--- config.mk ---
export PLATFORM = sky130hd
export DESIGN_NAME = binary_min_heap_unit
export DESIGN_NICKNAME = d
export VERILOG_FILES = /design/src/bmh_pkg.sv /design/src/bmh_ram.sv /design/src/bmh_dp.sv /design/src/bmh_ctrl.sv /design/src/binary_min_heap_unit.sv
export SDC_FILE = /design/constraint.sdc
export NUM_CORES = 1
export LEC_CHECK = 0
export BUFFER_PORTS_ARGS = -buffer_cell sky130_fd_sc_hd__buf_2
export CAP_MARGIN = 20
export CORE_ASPECT_RATIO = 0.7
export CORE_UTILIZATION = 48
export CTS_CLUSTER_DIAMETER = 150
export DETAILED_ROUTE_END_ITERATION = 12
export GPL_ROUTABILITY_DRIVEN = 0
export PLACE_DENSITY_LB_ADDON = 0.3
export SLEW_MARGIN = 10
export SYNTH_ARGS = -nofsm -noshare
export SYNTH_HDL_FRONTEND = slang
export SYNTH_SLANG_ARGS = --single-unit
--- constraint.sdc ---
create_clock -name clk -period 6 [get_ports clk]
set_clock_uncertainty 0.1 [all_clocks]
set_input_delay 0.9 -clock clk [delete_from_list [all_inputs] [get_ports clk]]
set_output_delay 0.9 -clock clk [all_outputs]
set_load 0.01 [all_outputs]
--- src/bmh_pkg.sv ---
`default_nettype none
package bmh_pkg;

	localparam int HEAP_DEPTH = 16;
	localparam int IDX_W      = $clog2(HEAP_DEPTH);
	localparam int CNT_W      = IDX_W + 1;
	localparam int CHILD_W    = IDX_W + 2;
	localparam int KEY_W      = 32;

	localparam logic signed [KEY_W-1:0] KEY_MAX = {1'b0, {(KEY_W-1){1'b1}}};
	localparam logic signed [KEY_W-1:0] KEY_MIN = {1'b1, {(KEY_W-1){1'b0}}};

	typedef enum logic [1:0] {
		CMD_INSERT   = 2'd0,
		CMD_EXTRACT  = 2'd1,
		CMD_DECREASE = 2'd2,
		CMD_DELETE   = 2'd3
	} cmd_t;

	typedef enum logic [2:0] {
		ST_OK          = 3'd0,
		ST_FULL        = 3'd1,
		ST_EMPTY       = 3'd2,
		ST_RANGE       = 3'd3,
		ST_NOT_SMALLER = 3'd4
	} status_t;

	typedef struct packed {
		cmd_t                    command;
		logic signed [KEY_W-1:0] key;
		logic [IDX_W-1:0]        index;
	} heap_in_t;

	typedef struct packed {
		logic signed [KEY_W-1:0] removed_key;
		logic signed [KEY_W-1:0] min_key;
		logic [CNT_W-1:0]        entry_count;
		status_t                 status;
	} heap_out_t;

	typedef enum logic [3:0] {
		OP_NONE    = 4'd0,
		OP_LOAD    = 4'd1,
		OP_FAIL    = 4'd2,
		OP_INS     = 4'd3,
		OP_TAKE    = 4'd4,
		OP_EXT     = 4'd5,
		OP_IDX_RD  = 4'd6,
		OP_IDX_CHK = 4'd7,
		OP_UP_RD   = 4'd8,
		OP_UP_CMP  = 4'd9,
		OP_LAST_RD = 4'd10,
		OP_LAST_LD = 4'd11,
		OP_DN_RD   = 4'd12,
		OP_DN_CMP  = 4'd13
	} dp_op_t;

	typedef struct packed {
		dp_op_t op;
	} bmh_ctl_t;

	typedef struct packed {
		cmd_t    cmd;
		status_t chk;
		logic    at_root;
		logic    up_move;
		logic    dn_move;
		logic    not_smaller;
		logic    cnt_zero;
	} bmh_stat_t;

endpackage
`default_nettype wire

--- src/bmh_ram.sv ---
`default_nettype none
module bmh_ram #(
	parameter int WIDTH = 32,
	parameter int DEPTH = 16
) (
	input  wire logic                       clk,
	input  wire logic                       we,
	input  wire logic [$clog2(DEPTH)-1:0]   waddr,
	input  wire logic [WIDTH-1:0]           wdata,
	input  wire logic [$clog2(DEPTH)-1:0]   raddr_a,
	output logic      [WIDTH-1:0]           rdata_a,
	input  wire logic [$clog2(DEPTH)-1:0]   raddr_b,
	output logic      [WIDTH-1:0]           rdata_b
);

	logic [WIDTH-1:0] mem_q [DEPTH];

	always_ff @(posedge clk) begin
		if (we) begin
			mem_q[waddr] <= wdata;
		end
		rdata_a <= mem_q[raddr_a];
		rdata_b <= mem_q[raddr_b];
	end

endmodule
`default_nettype wire

--- src/bmh_dp.sv ---
`default_nettype none
module bmh_dp import bmh_pkg::*; (
	input  wire logic      clk,
	input  wire logic      arst_n,
	input  wire bmh_ctl_t  ctl,
	input  wire heap_in_t  item,
	output bmh_stat_t      stat,
	output heap_out_t      result
);

	cmd_t                    cmd_q;
	logic signed [KEY_W-1:0] key_q;
	logic [IDX_W-1:0]        idx_q;
	logic [IDX_W-1:0]        pos_q;
	logic [CNT_W-1:0]        cnt_q;
	logic signed [KEY_W-1:0] root_q;
	logic signed [KEY_W-1:0] removed_q;
	status_t                 status_q;

	logic [IDX_W-1:0]        pos_m1;
	logic [IDX_W-1:0]        parent;
	logic [CHILD_W-1:0]      left_w;
	logic [CHILD_W-1:0]      right_w;
	logic [CHILD_W-1:0]      cnt_w;
	logic signed [KEY_W-1:0] rd_a;
	logic signed [KEY_W-1:0] rd_b;
	logic [KEY_W-1:0]        rdata_a;
	logic [KEY_W-1:0]        rdata_b;
	logic                    l_ok;
	logic                    r_ok;
	logic signed [KEY_W-1:0] l_val;
	logic signed [KEY_W-1:0] best_val;
	logic [IDX_W-1:0]        best_idx;
	logic                    up_move;
	logic                    dn_move;
	status_t                 chk;

	logic                    we;
	logic [IDX_W-1:0]        waddr;
	logic signed [KEY_W-1:0] wdata;
	logic [IDX_W-1:0]        raddr_a;

	assign pos_m1  = pos_q - 1'b1;
	assign parent  = pos_m1 >> 1;
	assign left_w  = {1'b0, pos_q, 1'b1};
	assign right_w = left_w + 1'b1;
	assign cnt_w   = {1'b0, cnt_q};
	assign rd_a    = rdata_a;
	assign rd_b    = rdata_b;

	assign up_move  = rd_a > key_q;
	assign l_ok     = (left_w < cnt_w) && (rd_a < key_q);
	assign l_val    = l_ok ? rd_a : key_q;
	assign r_ok     = (right_w < cnt_w) && (rd_b < l_val);
	assign dn_move  = l_ok | r_ok;
	assign best_val = r_ok ? rd_b : rd_a;
	assign best_idx = r_ok ? right_w[IDX_W-1:0] : left_w[IDX_W-1:0];

	always_comb begin
		chk = ST_OK;
		unique case (cmd_q)
			CMD_INSERT:  if (cnt_q == CNT_W'(HEAP_DEPTH)) chk = ST_FULL;
			CMD_EXTRACT: if (cnt_q == '0) chk = ST_EMPTY;
			default:     if ({1'b0, idx_q} >= cnt_q) chk = ST_RANGE;
		endcase
	end

	always_comb begin
		raddr_a = pos_q;
		we      = 1'b0;
		waddr   = pos_q;
		wdata   = key_q;
		unique case (ctl.op)
			OP_UP_RD: begin
				raddr_a = parent;
				we      = (pos_q == '0);
			end
			OP_UP_CMP: begin
				we    = 1'b1;
				wdata = up_move ? rd_a : key_q;
			end
			OP_LAST_RD: raddr_a = cnt_q[IDX_W-1:0];
			OP_DN_RD:   raddr_a = left_w[IDX_W-1:0];
			OP_DN_CMP: begin
				we    = 1'b1;
				wdata = dn_move ? best_val : key_q;
			end
			default: begin
			end
		endcase
	end

	bmh_ram #(
		.WIDTH (KEY_W),
		.DEPTH (HEAP_DEPTH)
	) u_store (
		.clk     (clk),
		.we      (we),
		.waddr   (waddr),
		.wdata   (wdata),
		.raddr_a (raddr_a),
		.rdata_a (rdata_a),
		.raddr_b (right_w[IDX_W-1:0]),
		.rdata_b (rdata_b)
	);

	always_ff @(posedge clk or negedge arst_n) begin
		if (!arst_n) begin
			cnt_q <= '0;
		end else begin
			unique case (ctl.op)
				OP_INS:           cnt_q <= cnt_q + 1'b1;
				OP_TAKE, OP_EXT:  cnt_q <= cnt_q - 1'b1;
				default: begin
				end
			endcase
		end
	end

	always_ff @(posedge clk) begin
		if (we && waddr == '0) begin
			root_q <= wdata;
		end
		unique case (ctl.op)
			OP_LOAD: begin
				cmd_q     <= item.command;
				key_q     <= item.key;
				idx_q     <= item.index;
				pos_q     <= item.index;
				removed_q <= KEY_MAX;
				status_q  <= ST_OK;
			end
			OP_FAIL: status_q <= chk;
			OP_INS:  pos_q <= cnt_q[IDX_W-1:0];
			OP_TAKE: begin
				removed_q <= root_q;
				pos_q     <= '0;
			end
			OP_EXT: pos_q <= '0;
			OP_IDX_CHK: begin
				if (cmd_q == CMD_DELETE) begin
					removed_q <= rd_a;
					key_q     <= KEY_MIN;
				end else if (key_q > rd_a) begin
					status_q <= ST_NOT_SMALLER;
				end
			end
			OP_UP_CMP: if (up_move) pos_q <= parent;
			OP_LAST_LD: key_q <= rd_a;
			OP_DN_CMP: if (dn_move) pos_q <= best_idx;
			default: begin
			end
		endcase
	end

	assign stat.cmd         = cmd_q;
	assign stat.chk         = chk;
	assign stat.at_root     = (pos_q == '0);
	assign stat.up_move     = up_move;
	assign stat.dn_move     = dn_move;
	assign stat.not_smaller = key_q > rd_a;
	assign stat.cnt_zero    = (cnt_q == '0);

	assign result.removed_key = removed_q;
	assign result.min_key     = (cnt_q != '0) ? root_q : KEY_MAX;
	assign result.entry_count = cnt_q;
	assign result.status      = status_q;

endmodule
`default_nettype wire

--- src/bmh_ctrl.sv ---
`default_nettype none
module bmh_ctrl import bmh_pkg::*; (
	input  wire logic      clk,
	input  wire logic      arst_n,
	input  wire logic      start,
	input  wire bmh_stat_t stat,
	output bmh_ctl_t       ctl,
	output logic           busy,
	output logic           done
);

	typedef enum logic [11:0] {
		S_IDLE    = 12'b000000000001,
		S_CHECK   = 12'b000000000010,
		S_IDX_RD  = 12'b000000000100,
		S_IDX_CHK = 12'b000000001000,
		S_UP_RD   = 12'b000000010000,
		S_UP_CMP  = 12'b000000100000,
		S_EXT     = 12'b000001000000,
		S_LAST_RD = 12'b000010000000,
		S_LAST_LD = 12'b000100000000,
		S_DN_RD   = 12'b001000000000,
		S_DN_CMP  = 12'b010000000000,
		S_DONE    = 12'b100000000000
	} state_t;

	state_t state_q;
	state_t state_d;
	state_t up_exit;

	assign up_exit = (stat.cmd == CMD_DELETE) ? S_EXT : S_DONE;

	always_comb begin
		state_d = state_q;
		ctl.op  = OP_NONE;
		unique case (state_q)
			S_IDLE: begin
				if (start) begin
					ctl.op  = OP_LOAD;
					state_d = S_CHECK;
				end
			end
			S_CHECK: begin
				if (stat.chk != ST_OK) begin
					ctl.op  = OP_FAIL;
					state_d = S_DONE;
				end else begin
					unique case (stat.cmd)
						CMD_INSERT: begin
							ctl.op  = OP_INS;
							state_d = S_UP_RD;
						end
						CMD_EXTRACT: begin
							ctl.op  = OP_TAKE;
							state_d = S_LAST_RD;
						end
						default: state_d = S_IDX_RD;
					endcase
				end
			end
			S_IDX_RD: begin
				ctl.op  = OP_IDX_RD;
				state_d = S_IDX_CHK;
			end
			S_IDX_CHK: begin
				ctl.op  = OP_IDX_CHK;
				state_d = (stat.cmd == CMD_DECREASE && stat.not_smaller) ? S_DONE : S_UP_RD;
			end
			S_UP_RD: begin
				ctl.op  = OP_UP_RD;
				state_d = stat.at_root ? up_exit : S_UP_CMP;
			end
			S_UP_CMP: begin
				ctl.op  = OP_UP_CMP;
				state_d = stat.up_move ? S_UP_RD : up_exit;
			end
			S_EXT: begin
				ctl.op  = OP_EXT;
				state_d = S_LAST_RD;
			end
			S_LAST_RD: begin
				ctl.op  = OP_LAST_RD;
				state_d = stat.cnt_zero ? S_DONE : S_LAST_LD;
			end
			S_LAST_LD: begin
				ctl.op  = OP_LAST_LD;
				state_d = S_DN_RD;
			end
			S_DN_RD: begin
				ctl.op  = OP_DN_RD;
				state_d = S_DN_CMP;
			end
			S_DN_CMP: begin
				ctl.op  = OP_DN_CMP;
				state_d = stat.dn_move ? S_DN_RD : S_DONE;
			end
			S_DONE: state_d = S_IDLE;
			default: state_d = S_IDLE;
		endcase
	end

	always_ff @(posedge clk or negedge arst_n) begin
		if (!arst_n) begin
			state_q <= S_IDLE;
		end else begin
			state_q <= state_d;
		end
	end

	assign busy = (state_q != S_IDLE);
	assign done = (state_q == S_DONE);

endmodule
`default_nettype wire

--- src/binary_min_heap_unit.sv ---
// A rejected command goes from accept through the check state straight to done;
// each heap level a sift walks takes one store read, then a compare and write.
// Throughput: one command at a time; start is taken again the cycle after done.
// The single-write, registered-read key store sets the per-level cost.
// Reset (arst_n low) empties the heap at once; the store itself is not cleared.
// The result beat is shown for one cycle with done; the receiver cannot stall it.
`default_nettype none
module binary_min_heap_unit import bmh_pkg::*; (
	input  wire logic     clk,
	input  wire logic     arst_n,
	input  wire logic     start,
	output logic          busy,
	input  wire heap_in_t item,
	output logic          done,
	output heap_out_t     result
);

	bmh_ctl_t  ctl;
	bmh_stat_t stat;

	bmh_ctrl u_ctrl (
		.clk    (clk),
		.arst_n (arst_n),
		.start  (start),
		.stat   (stat),
		.ctl    (ctl),
		.busy   (busy),
		.done   (done)
	);

	bmh_dp u_dp (
		.clk    (clk),
		.arst_n (arst_n),
		.ctl    (ctl),
		.item   (item),
		.stat   (stat),
		.result (result)
	);

`ifndef SYNTHESIS
	a_accept_busy: assert property (@(posedge clk) disable iff (!arst_n)
		start && !busy |=> busy)
		else $error("accepted command did not make the unit busy");

	a_done_pulse: assert property (@(posedge clk) disable iff (!arst_n)
		done |=> !done)
		else $error("done held longer than one beat");

	a_full_count: assert property (@(posedge clk) disable iff (!arst_n)
		done && result.status == ST_FULL |-> result.entry_count == CNT_W'(HEAP_DEPTH))
		else $error("full status with a heap that is not full");

	a_empty_min: assert property (@(posedge clk) disable iff (!arst_n)
		done && result.entry_count == '0 |-> result.min_key == KEY_MAX)
		else $error("empty heap reports a minimum");
`endif

endmodule
`default_nettype wire

Word-level counts from Yosys, hierarchy flattened
Memories as Yosys holds them, arrays and structs flattened. A register that Yosys moved wholly into a read port is not among the register bits.
Index checks and enable logic that the tools add are counted.
{ "word_totals": {"ramBits": 512, "regBits": 126, "word_cells": 117, "output_inout_bits": 74, "memories": 1} }
{ "mem_list": {"columns": ["name", "words", "width", "rd", "rd_ports_with_merged_regs", "wr", "line_no", "rtl"], "rows": [
  ["u_dp.u_store.mem_q", 16, 32, 2, 2, 1, "bmh_ram.sv:16", "logic [WIDTH-1:0] mem_q [DEPTH];"]
]} }
{ "op_classes": {"bitwise": 1, "n_addsub": 4, "n_mux": 40, "order_cmp": 7, "eq_ne": 35, "reduce_logical": 20} }
{ "ops": {"columns": ["cell", "count"], "rows": [
  ["$mux W32", 7],
  ["$pmux W32 S3", 2],
  ["$pmux W12 S11", 1],
  ["$mux W12", 8],
  ["$gt A32 B32 Y1", 2],
  ["$lt A32 B32 Y1", 2],
  ["$pmux W32 S2", 1],
  ["$pmux W4 S11", 1],
  ["$eq A4 B4 Y1 const B", 6],
  ["$pmux W4 S5", 1],
  ["$mux W4", 4],
  ["$pmux W8 S2", 1],
  ["$eq A12 B1 Y1 const B", 1],
  ["$eq A12 B10 Y1 const B", 1],
  ["$eq A12 B11 Y1 const B", 1],
  ["$eq A12 B12 Y1 const B", 1],
  ["$eq A12 B2 Y1 const B", 1],
  ["$eq A12 B3 Y1 const B", 1],
  ["$eq A12 B4 Y1 const B", 1],
  ["$eq A12 B5 Y1 const B", 1],
  ["$eq A12 B6 Y1 const B", 1],
  ["$eq A12 B7 Y1 const B", 1],
  ["$eq A12 B8 Y1 const B", 1],
  ["$eq A12 B9 Y1 const B", 1],
  ["35 further kinds", 59]
]} }

Longest topological paths before layout
Gate-level depths: netlist of the first run.
{ "depth": {"word_depth": 11, "ltp_mapped": 25, "depth_no_buf": 20} }

Hierarchy
From an unflattened synthesis of the first run, not the netlist that was laid out.
{ "unflattened": {"hier_cells": 2250, "area_unflattened_um2": 34063.9} }
{ "modules_own_cells": {"columns": ["mod", "area_each_um2", "instances", "cells_per_inst"], "rows": [
  ["bmh_ram", 24186.9, 1, 1141],
  ["bmh_dp", 8919.8, 1, 1003],
  ["bmh_ctrl", 957.2, 1, 106]
]} }

Worst setup path after synthesis of the first run
No wires, ideal clock.
{ "synth_path": {"kind": "register -> register", "start": "reg u_dp.pos_q[0]", "end": "reg u_dp.root_q[30], data pin", "setup_ns": 0.302, "slack_ns": 0.330, "synth_period_minus_slack_ns": 5.670, "stages_incl_launch_ff": 25, "arrival_ns": 5.268, "t_required_ns": 5.598, "path_cell_list": "edfxtp_1 clkbuf_1 inv_1 clkbuf_1 clkbuf_1 ha_1 nor2b_1 o21ai_0 nand2b_1 a21oi_1 nor4b_2 nor2_2 clkbuf_1 mux2i_1 ha_1 nand4_1 nor2_1 nand2_1 or3_1 nor3_1 o31ai_1 o311ai_4 nor2_1 clkbuf_1 a211o_1"} }
{ "synth_between": {"elab_chain_len": 8} }
{ "synth_lines": {"columns": ["element", "line_no", "rtl"], "rows": [
  ["start: declaration", "bmh_dp.sv:14", "logic [IDX_W-1:0] pos_q;"],
  ["start signal: assignment", "bmh_dp.sv:129", "pos_q <= item.index;"],
  ["start signal: assignment", "bmh_dp.sv:134", "OP_INS: pos_q <= cnt_q[IDX_W-1:0];"],
  ["start signal: assignment", "bmh_dp.sv:148", "OP_UP_CMP: if (up_move) pos_q <= parent;"],
  ["$lt A5 B5 Y1", "bmh_dp.sv:52", "assign l_ok = (left_w < cnt_w) && (rd_a < key_q);"],
  ["$logic_and A1 B1 Y1", "bmh_dp.sv:52", null],
  ["$mux W32", "bmh_dp.sv:53", "assign l_val = l_ok ? rd_a : key_q;"],
  ["$lt A32 B32 Y1", "bmh_dp.sv:54", "assign r_ok = (right_w < cnt_w) && (rd_b < l_val);"],
  ["$logic_and A1 B1 Y1", "bmh_dp.sv:54", null],
  ["$mux W32 or $or A1 B1 Y1 (tied branches)", "bmh_dp.sv:56, bmh_dp.sv:55", null],
  ["$mux W32 (*)", "bmh_dp.sv:86", "wdata = dn_move ? best_val : key_q;"],
  ["$pmux W32 S2 (*)", "bmh_dp.sv:73", "unique case (ctl.op)"],
  ["net u_dp.u_store.wdata[30]", "bmh_ram.sv:9", "input wire logic [WIDTH-1:0] wdata,"],
  ["end signal: assignment", "bmh_dp.sv:122", "root_q <= wdata;"],
  ["end: declaration", "bmh_dp.sv:16", "logic signed [KEY_W-1:0] root_q;"]
]} }
Mark *: on every way through the listed nets, which the timed path passes. The rest lies on a longest branch.
A chain may end at the register's enable or synchronous reset.

Worst setup path after layout of the first run
{ "layout_path": {"start": "reg u_dp.key_q[14]", "end": "mem u_dp.u_store.mem_q[13][30], data pin"} }
{ "layout_between": {"elab_chain_len": 8} }
{ "layout_lines": {"columns": ["element", "line_no", "rtl"], "rows": [
  ["start: declaration", "bmh_dp.sv:12", "logic signed [KEY_W-1:0] key_q;"],
  ["start signal: assignment", "bmh_dp.sv:127", "key_q <= item.key;"],
  ["start signal: assignment", "bmh_dp.sv:149", "OP_LAST_LD: key_q <= rd_a;"],
  ["$lt A32 B32 Y1", "bmh_dp.sv:52", null],
  ["$logic_and A1 B1 Y1", "bmh_dp.sv:52", null],
  ["$mux W32", "bmh_dp.sv:53", null],
  ["$lt A32 B32 Y1", "bmh_dp.sv:54", null],
  ["$logic_and A1 B1 Y1", "bmh_dp.sv:54", null],
  ["$mux W32 or $or A1 B1 Y1 (tied branches)", "bmh_dp.sv:56, bmh_dp.sv:55", null],
  ["$mux W32", "bmh_dp.sv:86", null],
  ["$pmux W32 S2 (*)", "bmh_dp.sv:73", null],
  ["net u_dp.u_store.wdata[30]", "bmh_ram.sv:9", null],
  ["end: declaration", "bmh_ram.sv:16", null]
]} }
Marked as above.

==> results.md, run 1 <==
* Status: finished, final reports clean
* Max-slew violation count at 0
* Top library cells by usage in the layout, fill and taps aside: sky130_fd_sc_hd__edfxtp_1, sky130_fd_sc_hd__nand3_1, sky130_fd_sc_hd__mux2i_1
* Final total power at 18.7 mW
* FF-to-FF End: u_dp.u_store.mem_q[13][30]
* Proportion of synthesized chip area in sequential cells at a little under three fifths
* Hold bufs inserted after CTS at 0
* Vias per std cell at roughly 7.0
* Number of optimization iterations in the first detailed-route pass at 6
* Synthesis Warnings at 0
* Std-Cell Rows at 81
* Crit path time final at 5.83 ns
* Total GRT Usage at 30.4%
* Register-to-register path setup slack at between 0.15 and 0.2 ns
* Critical-path maximum fanout at 21
* Largest voltage drop on the vdd net at 570 uV
* First-pass GRT wire length at 161000 um
* Average wire per standard cell at roughly 30 um
* Fraction of registers with async set/reset at 2.54%
* Number of enable flip-flop cells after synthesis at 589
* Class of the tightest hold or removal check: in2async
* Final-report hold violation count at 0
* Count of state elements after synthesis at 670
* Predominant post-synthesis flop cell: sky130_fd_sc_hd__edfxtp_1
* Compound-gate portion of the synthesized area at 12.0%
* Initial Utilization at 48.5%
* Slew at the pin with the worst max-slew slack at 1.21 ns
* Cells after Synth at approximately 2.6k
* DRT iter0 DRCs at 4054
* Most frequent standard cell in the layout excluding fill and tap cells: sky130_fd_sc_hd__edfxtp_1
* Vert. Die Dim at 224 um
* Number of antenna violations at the first check in global routing at 2
* Clock transition at the registers of the reported paths at 0.06 ns
* Aggregate global routing overflow at 0
* Post-synthesis cell area at 33900 um2
* Setup violation total in the final timing report at 0
* Number of CTS-inserted buffers at 69
* Number of global-route vias before repair at 23.9k
* Critical path required time at 6.20 ns
* Final period utilization at 97.2%
* Ports at around 120
* Uppermost layer routed: met5
* Largest net degree at the start of global routing at 198
* Count of nets left with antenna violations after detail routing at 0
* Setup total negative slack at 0 ns
* CTS Root Buffer Type: sky130_fd_sc_hd__clkbuf_16
* Detailed route wirelength on metal3 at 15300 um
* Clock tree from TritonCTS: yes
* Post-detailed-route DRC marker count at 0
* Category of the worst setup path launch point: flip-flop
* Lkg Pwr at 13.5 nW
* Die width at approximately 320 um
* Core Region at 69800 um2
* Max Buffers Root-to-Sink at 3
* Number of I/O port buffers at 114
* Final Net Count at 2779
* Max H-tree Level at 3
* Multiplexer share of the synthesized area at 12.2%
* Routed Wire Length at approximately 110000 um
* Adder and majority gate portion of the synthesized area at around 3.1%
* Layout cells sized above 1 at 22.7%
* Worst-skew pair later-pin latency at 0.62 ns
* Crit path kind: reg2reg
* Worst relative slew slack at 19.4%
* Category of the worst setup path capture point: flip-flop
* Floorplan die area at 71700 um2
* Number of max-cap violations at 0
* Layout fillers at between 5k and 6k
* Dominant combinational cell family by area after synthesis: multiplexers
* Post-route worst hold slack at 0.110 ns
* Cell variety after synth at 81
* Wire length on met1 at 44000 um
* Total half-perimeter wirelength after legalization and detailed placement at 64900 um
* Routed via count at 25.2k
* Synthesis-to-finish area growth at 11.9%
* Upper clock frequency limit at ~0.17 GHz
* Xor/xnor cell area share of the yosys netlist at 0.388%
* Average footprint of a synthesized cell at 13.1 um2
* Arrival time worst endpoint at 6.04 ns
* Detail Route met2 WL at 47000 um
* Startpoint of the worst-slack reg-to-reg timing path: u_dp.key_q[14]
* Number of clock sinks at 670
* Post-synth net total at about 2.7k
* Synth Area in Simple Gates at 11.3%
* Cell depth of the worst flop-to-flop path at 22
* Areal power density over the cells at 494 nW/um2
## layer usage
layer,vias to the layer above,track usage [%]
met4,4,10.6
li1,10400,-
met3,288,8.39
met1,12500,43.8
met2,1942,43.8
met5,-,1.55
## synthesized netlist by cell type, types with 22 or more instances
master                     number  area [um2]
sky130_fd_sc_hd__buf_1         26        97.6
sky130_fd_sc_hd__inv_1         51         191
sky130_fd_sc_hd__nor2b_1       43         269
sky130_fd_sc_hd__a211o_1       34         298
sky130_fd_sc_hd__a21oi_1      105         526
sky130_fd_sc_hd__a41oi_1       62         543
sky130_fd_sc_hd__nand2_1      125         469
sky130_fd_sc_hd__and3_1        66         413
sky130_fd_sc_hd__mux2i_1      163        1630
sky130_fd_sc_hd__nor3_1        22         110
sky130_fd_sc_hd__a22oi_1       64         480
sky130_fd_sc_hd__mux4_2        64        1440
sky130_fd_sc_hd__a22o_1        64         561
sky130_fd_sc_hd__nand3_1      329        1650
sky130_fd_sc_hd__buf_2         40         200
sky130_fd_sc_hd__o221ai_2      31         465
sky130_fd_sc_hd__edfxtp_1     589       17700
sky130_fd_sc_hd__o21ai_0       30         150
sky130_fd_sc_hd__or2_2         35         219
sky130_fd_sc_hd__nand4_1       22         138
sky130_fd_sc_hd__mux2_2        94        1060
sky130_fd_sc_hd__a311oi_1      63         552
sky130_fd_sc_hd__clkbuf_1     132         495
sky130_fd_sc_hd__dfxtp_1       64        1280
sky130_fd_sc_hd__ha_1          83        1040
sky130_fd_sc_hd__nor2_1        27         101
## stage by stage
| stage | utilization (%) | instance area, um2 | setup WS [ns] | cells |
|---|---|---|---|---|
| 2_1_floorplan | - | 33900 | 0.330 | 2591 |
| 3_3_place_gp | 51.0 | 35600 | 0.347 | 3494 |
| 3_5_place_dp | 51.0 | 35600 | 0.146 | 3494 |
| 4_1_cts | 54.1 | 37800 | 0.104 | 3621 |
| 5_1_grt | 54.3 | 37900 | -0.0585 | 3623 |
| 6_report | 54.3 | 37900 | 0.165 | 3624 |
## state kept, by name, indices dropped and copies added, names as in the netlist
register / cells
u_dp.root_q: 1
u_ctrl.state_q: 12
u_dp.cmd_q: 2
u_dp.removed_q: 32
u_dp.cnt_q: 5
u_dp.u_store.mem_q: 511
u_dp.u_store.rdata_a: 32
u_dp.u_store.rdata_b: 32
u_dp.idx_q: 4
u_dp.status_q: 3
u_dp.key_q: 32
u_dp.pos_q: 4
## worst max-delay path by stage
stage | start | end | slack (ns) | cells past startpoint
2_1_floorplan | u_dp.pos_q[0] | u_dp.root_q[30] | 0.33 | 24
3_3_place_gp | u_dp.key_q[14] | u_dp.u_store.mem_q[11][30] | 0.35 | 22
3_5_place_dp | u_dp.key_q[14] | u_dp.u_store.mem_q[11][30] | 0.15 | 22
4_1_cts | u_dp.key_q[14] | u_dp.u_store.mem_q[13][30] | 0.10 | 22
5_1_grt | u_dp.key_q[14] | u_dp.u_store.mem_q[0][3] | -0.06 | 23
6_report | u_dp.key_q[14] | u_dp.u_store.mem_q[13][30] | 0.17 | 22
## power by group
part	internal (mW)	switching (mW)	total, mW
clock	2.44	1.84	4.28
sequential	5.82	0.434	6.26
combinational	3.34	4.85	8.19
## cells by family after synthesis
| logic type | Yosys count |
|---|---|
| simple gates | 724 |
| flops | 670 |
| compound gates | 511 |
| mux | 321 |
| buf+inv | 266 |
| fa+ha+maj | 84 |
| xor+xnor | 15 |
## area by class of cell
class	instances	area (um2)	share of cell area, %
antenna	1	2.50	0.00660
clock buffer	91	1840	4.85
clock inverter	36	360	0.950
inverter	51	194	0.511
multi-input combinational	1655	13500	35.7
sequential	670	19400	51.1
tap	913	1140	3.01
timing repair buffer	207	1460	3.85
## critical path, cell delays in order (launching register included)
cell and delay, ns:
sky130_fd_sc_hd__edfxtp_1 0.39, sky130_fd_sc_hd__inv_1 0.06, sky130_fd_sc_hd__ha_1 0.31, sky130_fd_sc_hd__nand4_1 0.27, sky130_fd_sc_hd__nor3_2 0.29, sky130_fd_sc_hd__a21boi_1 0.31
sky130_fd_sc_hd__nor4_4 0.11, sky130_fd_sc_hd__o2111a_1 0.31, sky130_fd_sc_hd__nor2_4 0.25, sky130_fd_sc_hd__buf_12 0.24, sky130_fd_sc_hd__mux2i_1 0.28, sky130_fd_sc_hd__ha_1 0.18
sky130_fd_sc_hd__nand4_1 0.11, sky130_fd_sc_hd__nor2_1 0.16, sky130_fd_sc_hd__nand2_1 0.12, sky130_fd_sc_hd__or3_1 0.41, sky130_fd_sc_hd__nor3_1 0.19, sky130_fd_sc_hd__o31ai_1 0.13
sky130_fd_sc_hd__o311ai_4 0.27, sky130_fd_sc_hd__buf_4 0.22, sky130_fd_sc_hd__nor2_2 0.07, sky130_fd_sc_hd__buf_12 0.19, sky130_fd_sc_hd__a211o_2 0.49
## repair_timing
item	CTS	global route
buffers inserted	0	1
endpoints found under the setup margin	0	517
resized for setup	0	41
(Power assumes the default switching activity.)
==> run 2: changes to the inputs <==
==> constraint.sdc (replaced) <==
create_clock -name clk -period 5.45 [get_ports clk]
set_clock_uncertainty 0.1 [all_clocks]
set_input_delay 0.8175 -clock clk [delete_from_list [all_inputs] [get_ports clk]]
set_output_delay 0.8175 -clock clk [all_outputs]
set_load 0.01 [all_outputs]
==> run 2 against run 1 <==
  * The flow now finishes with violations (max-slew violations)
  * Combinational power is 26% higher
  * Cell area is 4.2% higher
  * Wire length is 4.2% higher
  * Non-clock buffer count is 89 higher
  * Die area stayed put
  * Count of clock-buffer cells in the layout is 1 lower
  * Sequential cell count stayed put
  * Hold slack worse by 0.087 ns
  * Core utilization is 2.3 points higher
  * Global-route usage is 0.42 points higher
  * Maximum frequency is 7.5% higher
  * First-iteration DRC count is 2.1% higher
==> results.md, run 2 (synthesis gave the netlist of run 1 again) <==
* Status: finished, violations left
* Violated checks: max-slew violations
* Setup total negative slack at 0 ns
* Internal power contribution at 13.4 mW
* Synthesis-to-finish area growth at 16.5%
* Final worst-path setup slack at 0.0243 ns
* Final Net Count at 2876
* Category of the worst setup path capture point: flip-flop
* Part of the power in registers at 31.5%
* Number of CTS-inserted buffers at 68
* Final total power at 21.8 mW
* Max H-tree Level at 3
* Largest reg by FF count: u_dp.u_store.mem_q
* Initial Utilization at 48.5%
* Routed Wire Length at 115000 um
* Crit path time final at roughly 5.4 ns
* Vias per std cell at 6.94
* Portion of total power attributed to the clock network at 21.4%
* Number of global-route vias before repair at approximately 23k
* Final-report hold violation count at 0
* Number of I/O port buffers at 114
* Clock transition at the registers of the reported paths at 0.06 ns
* DRT iter0 DRCs at 4141
* Post-detailed-route DRC marker count at 0
* Lkg Pwr at 14.1 nW
* Floorplan die area at 71700 um2
* Most frequent standard cell in the layout excluding fill and tap cells: sky130_fd_sc_hd__edfxtp_1
* Largest voltage drop on the vdd net at 477 uV
* Register-to-register path setup slack at around 0.024 ns
* Max-slew violation count at 103
* Aggregate global routing overflow at 0
* Areal power density over the cells at 551 nW/um2
* Final period utilization at 99.6%
* Crit path kind: reg2reg
* Category of the worst setup path launch point: flip-flop
* Post-route worst hold slack at 0.0222 ns
* Top library cells by usage in the layout, fill and taps aside: sky130_fd_sc_hd__edfxtp_1, sky130_fd_sc_hd__nand3_1, sky130_fd_sc_hd__mux2i_1, sky130_fd_sc_hd__buf_4, sky130_fd_sc_hd__nand2_1
* Worst relative slew slack at -18.9%
* Average wire per standard cell at 30.9 um
* Critical-path maximum fanout at 19
* Class of the tightest hold or removal check: in2async
* First-pass GRT wire length at about 160000 um
* CTS Root Buffer Type: sky130_fd_sc_hd__clkbuf_16
* Switching Fraction at 38.3%
* Number of optimization iterations in the first detailed-route pass at 8
* Total GRT Usage at a little under a third
* Count of nets left with antenna violations after detail routing at 0
* Post-placement setup slack at -0.507 ns
* Std-Cell Rows at 81
* Setup violation total in the final timing report at 0
* Number of antenna violations at the first check in global routing at 3
* Layout cells sized above 1 at 27.7%
* Core Region at roughly 70000 um2
* Number of clock sinks at 670
* Largest net degree at the start of global routing at 199
* Share of total power in combinational logic at 47.1%
* Max reg flops at 511
* Clock tree from TritonCTS: yes
* Critical path required time at 5.68 ns
* Number of max-cap violations at 0
* Switching power total at 8.34 mW
* Worst-skew pair later-pin latency at a little over 0.6 ns
* Die width at approximately 320 um
* Max Buffers Root-to-Sink at 3
* Vert. Die Dim at 224 um
* Ports at 115
* Routed via count at ~26k
* Arrival time worst endpoint at between 5 and 6 ns
* RSZ-0062 raised after global routing: true
* Upper clock frequency limit at 0.184 GHz
* Slew at the pin with the worst max-slew slack at 1.78 ns
* Total half-perimeter wirelength after legalization and detailed placement at between 60000 and 70000 um
-- run 2: cell types whose count changed in the layout (fill, tap and decap cells not counted), sizes merged --
cell / change
buf: +85
clkbuf: +3
clkinv: +5
a211o: +9
inv: -2
bufinv: -4
-- run 2: final timing paths --
check                                  startpoint                   endpoint  cells after the start
min in group clk                         item[36]              u_dp.cmd_q[0]                      1
worst min-delay path                       arst_n              u_dp.cnt_q[2]                      1
worst max-delay path                u_dp.key_q[9]  u_dp.u_store.mem_q[3][31]                     23
max in group asynchronous                  arst_n          u_ctrl.state_q[0]                      1
worst max register to register      u_dp.key_q[9]  u_dp.u_store.mem_q[3][31]                     23
worst min register to register  u_ctrl.state_q[0]          u_ctrl.state_q[0]                      2
-- run 2: final cells by class --
type	instances	area [um2]
fill	5440	30300
multi-input combinational	1664	14300
sequential	670	19400
clock buffer	90	1940
inverter	51	194
timing repair buffer	296	2280
tap	913	1140
antenna	1	2.50
clock inverter	35	260
-- run 2: power by group through the flow --
stage / logic (mW) / clock network (mW) / registers [mW]
4_1_cts: 9.49 / 4.68 / 6.77
2_1_floorplan: 6.20 / 0 / 6.81
3_5_place_dp: 9.29 / 0 / 6.86
3_3_place_gp: 9.11 / 0 / 6.85
5_1_grt: 10.8 / 4.89 / 6.87
6_report: 10.3 / 4.67 / 6.85
-- run 2: metrics by stage --
step           area, um2  instances  utilization, %
2_1_floorplan      33900       2591               -
3_3_place_gp       36100       3560            51.8
5_1_grt            39500       3719            56.6
3_5_place_dp       36100       3560            51.8
4_1_cts            38600       3688            55.3
6_report           39500       3720            56.6
-- run 2: timing repair --
| item | CTS | global route |
|---|---|---|
| resized for setup | 65 | 93 |
| hold buffers | 0 | 0 |
| setup endpoints to repair | 519 | 517 |
| cloned | 0 | 14 |
| buffers inserted | 3 | 17 |
| pin swaps | 3 | 23 |
-- run 2: per-layer routing --
layer  up-vias  global-route usage (%)  routed length, um
met5         -                       0                  0
met4         0                    8.24               3620
met3       259                    8.63              16400
met2      2032                    44.6              48700
met1     12800                    45.3              46200
li1      10700                       -                  -
-- run 2: worst max-delay path, stage by stage (launching register included) --
cell	delay, ns
sky130_fd_sc_hd__edfxtp_1	0.38
sky130_fd_sc_hd__inv_1	0.09
sky130_fd_sc_hd__ha_4	0.27
sky130_fd_sc_hd__nand4_1	0.16
sky130_fd_sc_hd__nor3_2	0.24
sky130_fd_sc_hd__a21boi_2	0.23
sky130_fd_sc_hd__nor4_2	0.05
sky130_fd_sc_hd__buf_4	0.16
sky130_fd_sc_hd__o2111a_1	0.28
sky130_fd_sc_hd__nor2_4	0.14
sky130_fd_sc_hd__buf_12	0.15
sky130_fd_sc_hd__buf_12	0.15
sky130_fd_sc_hd__mux2i_4	0.30
sky130_fd_sc_hd__ha_4	0.16
sky130_fd_sc_hd__nand4_1	0.11
sky130_fd_sc_hd__nor2_1	0.17
sky130_fd_sc_hd__nand2_1	0.12
sky130_fd_sc_hd__or3_4	0.36
sky130_fd_sc_hd__nor3_4	0.22
sky130_fd_sc_hd__o31ai_4	0.11
sky130_fd_sc_hd__o311ai_4	0.31
sky130_fd_sc_hd__nor2_4	0.14
sky130_fd_sc_hd__buf_8	0.25
sky130_fd_sc_hd__a211o_4	0.45
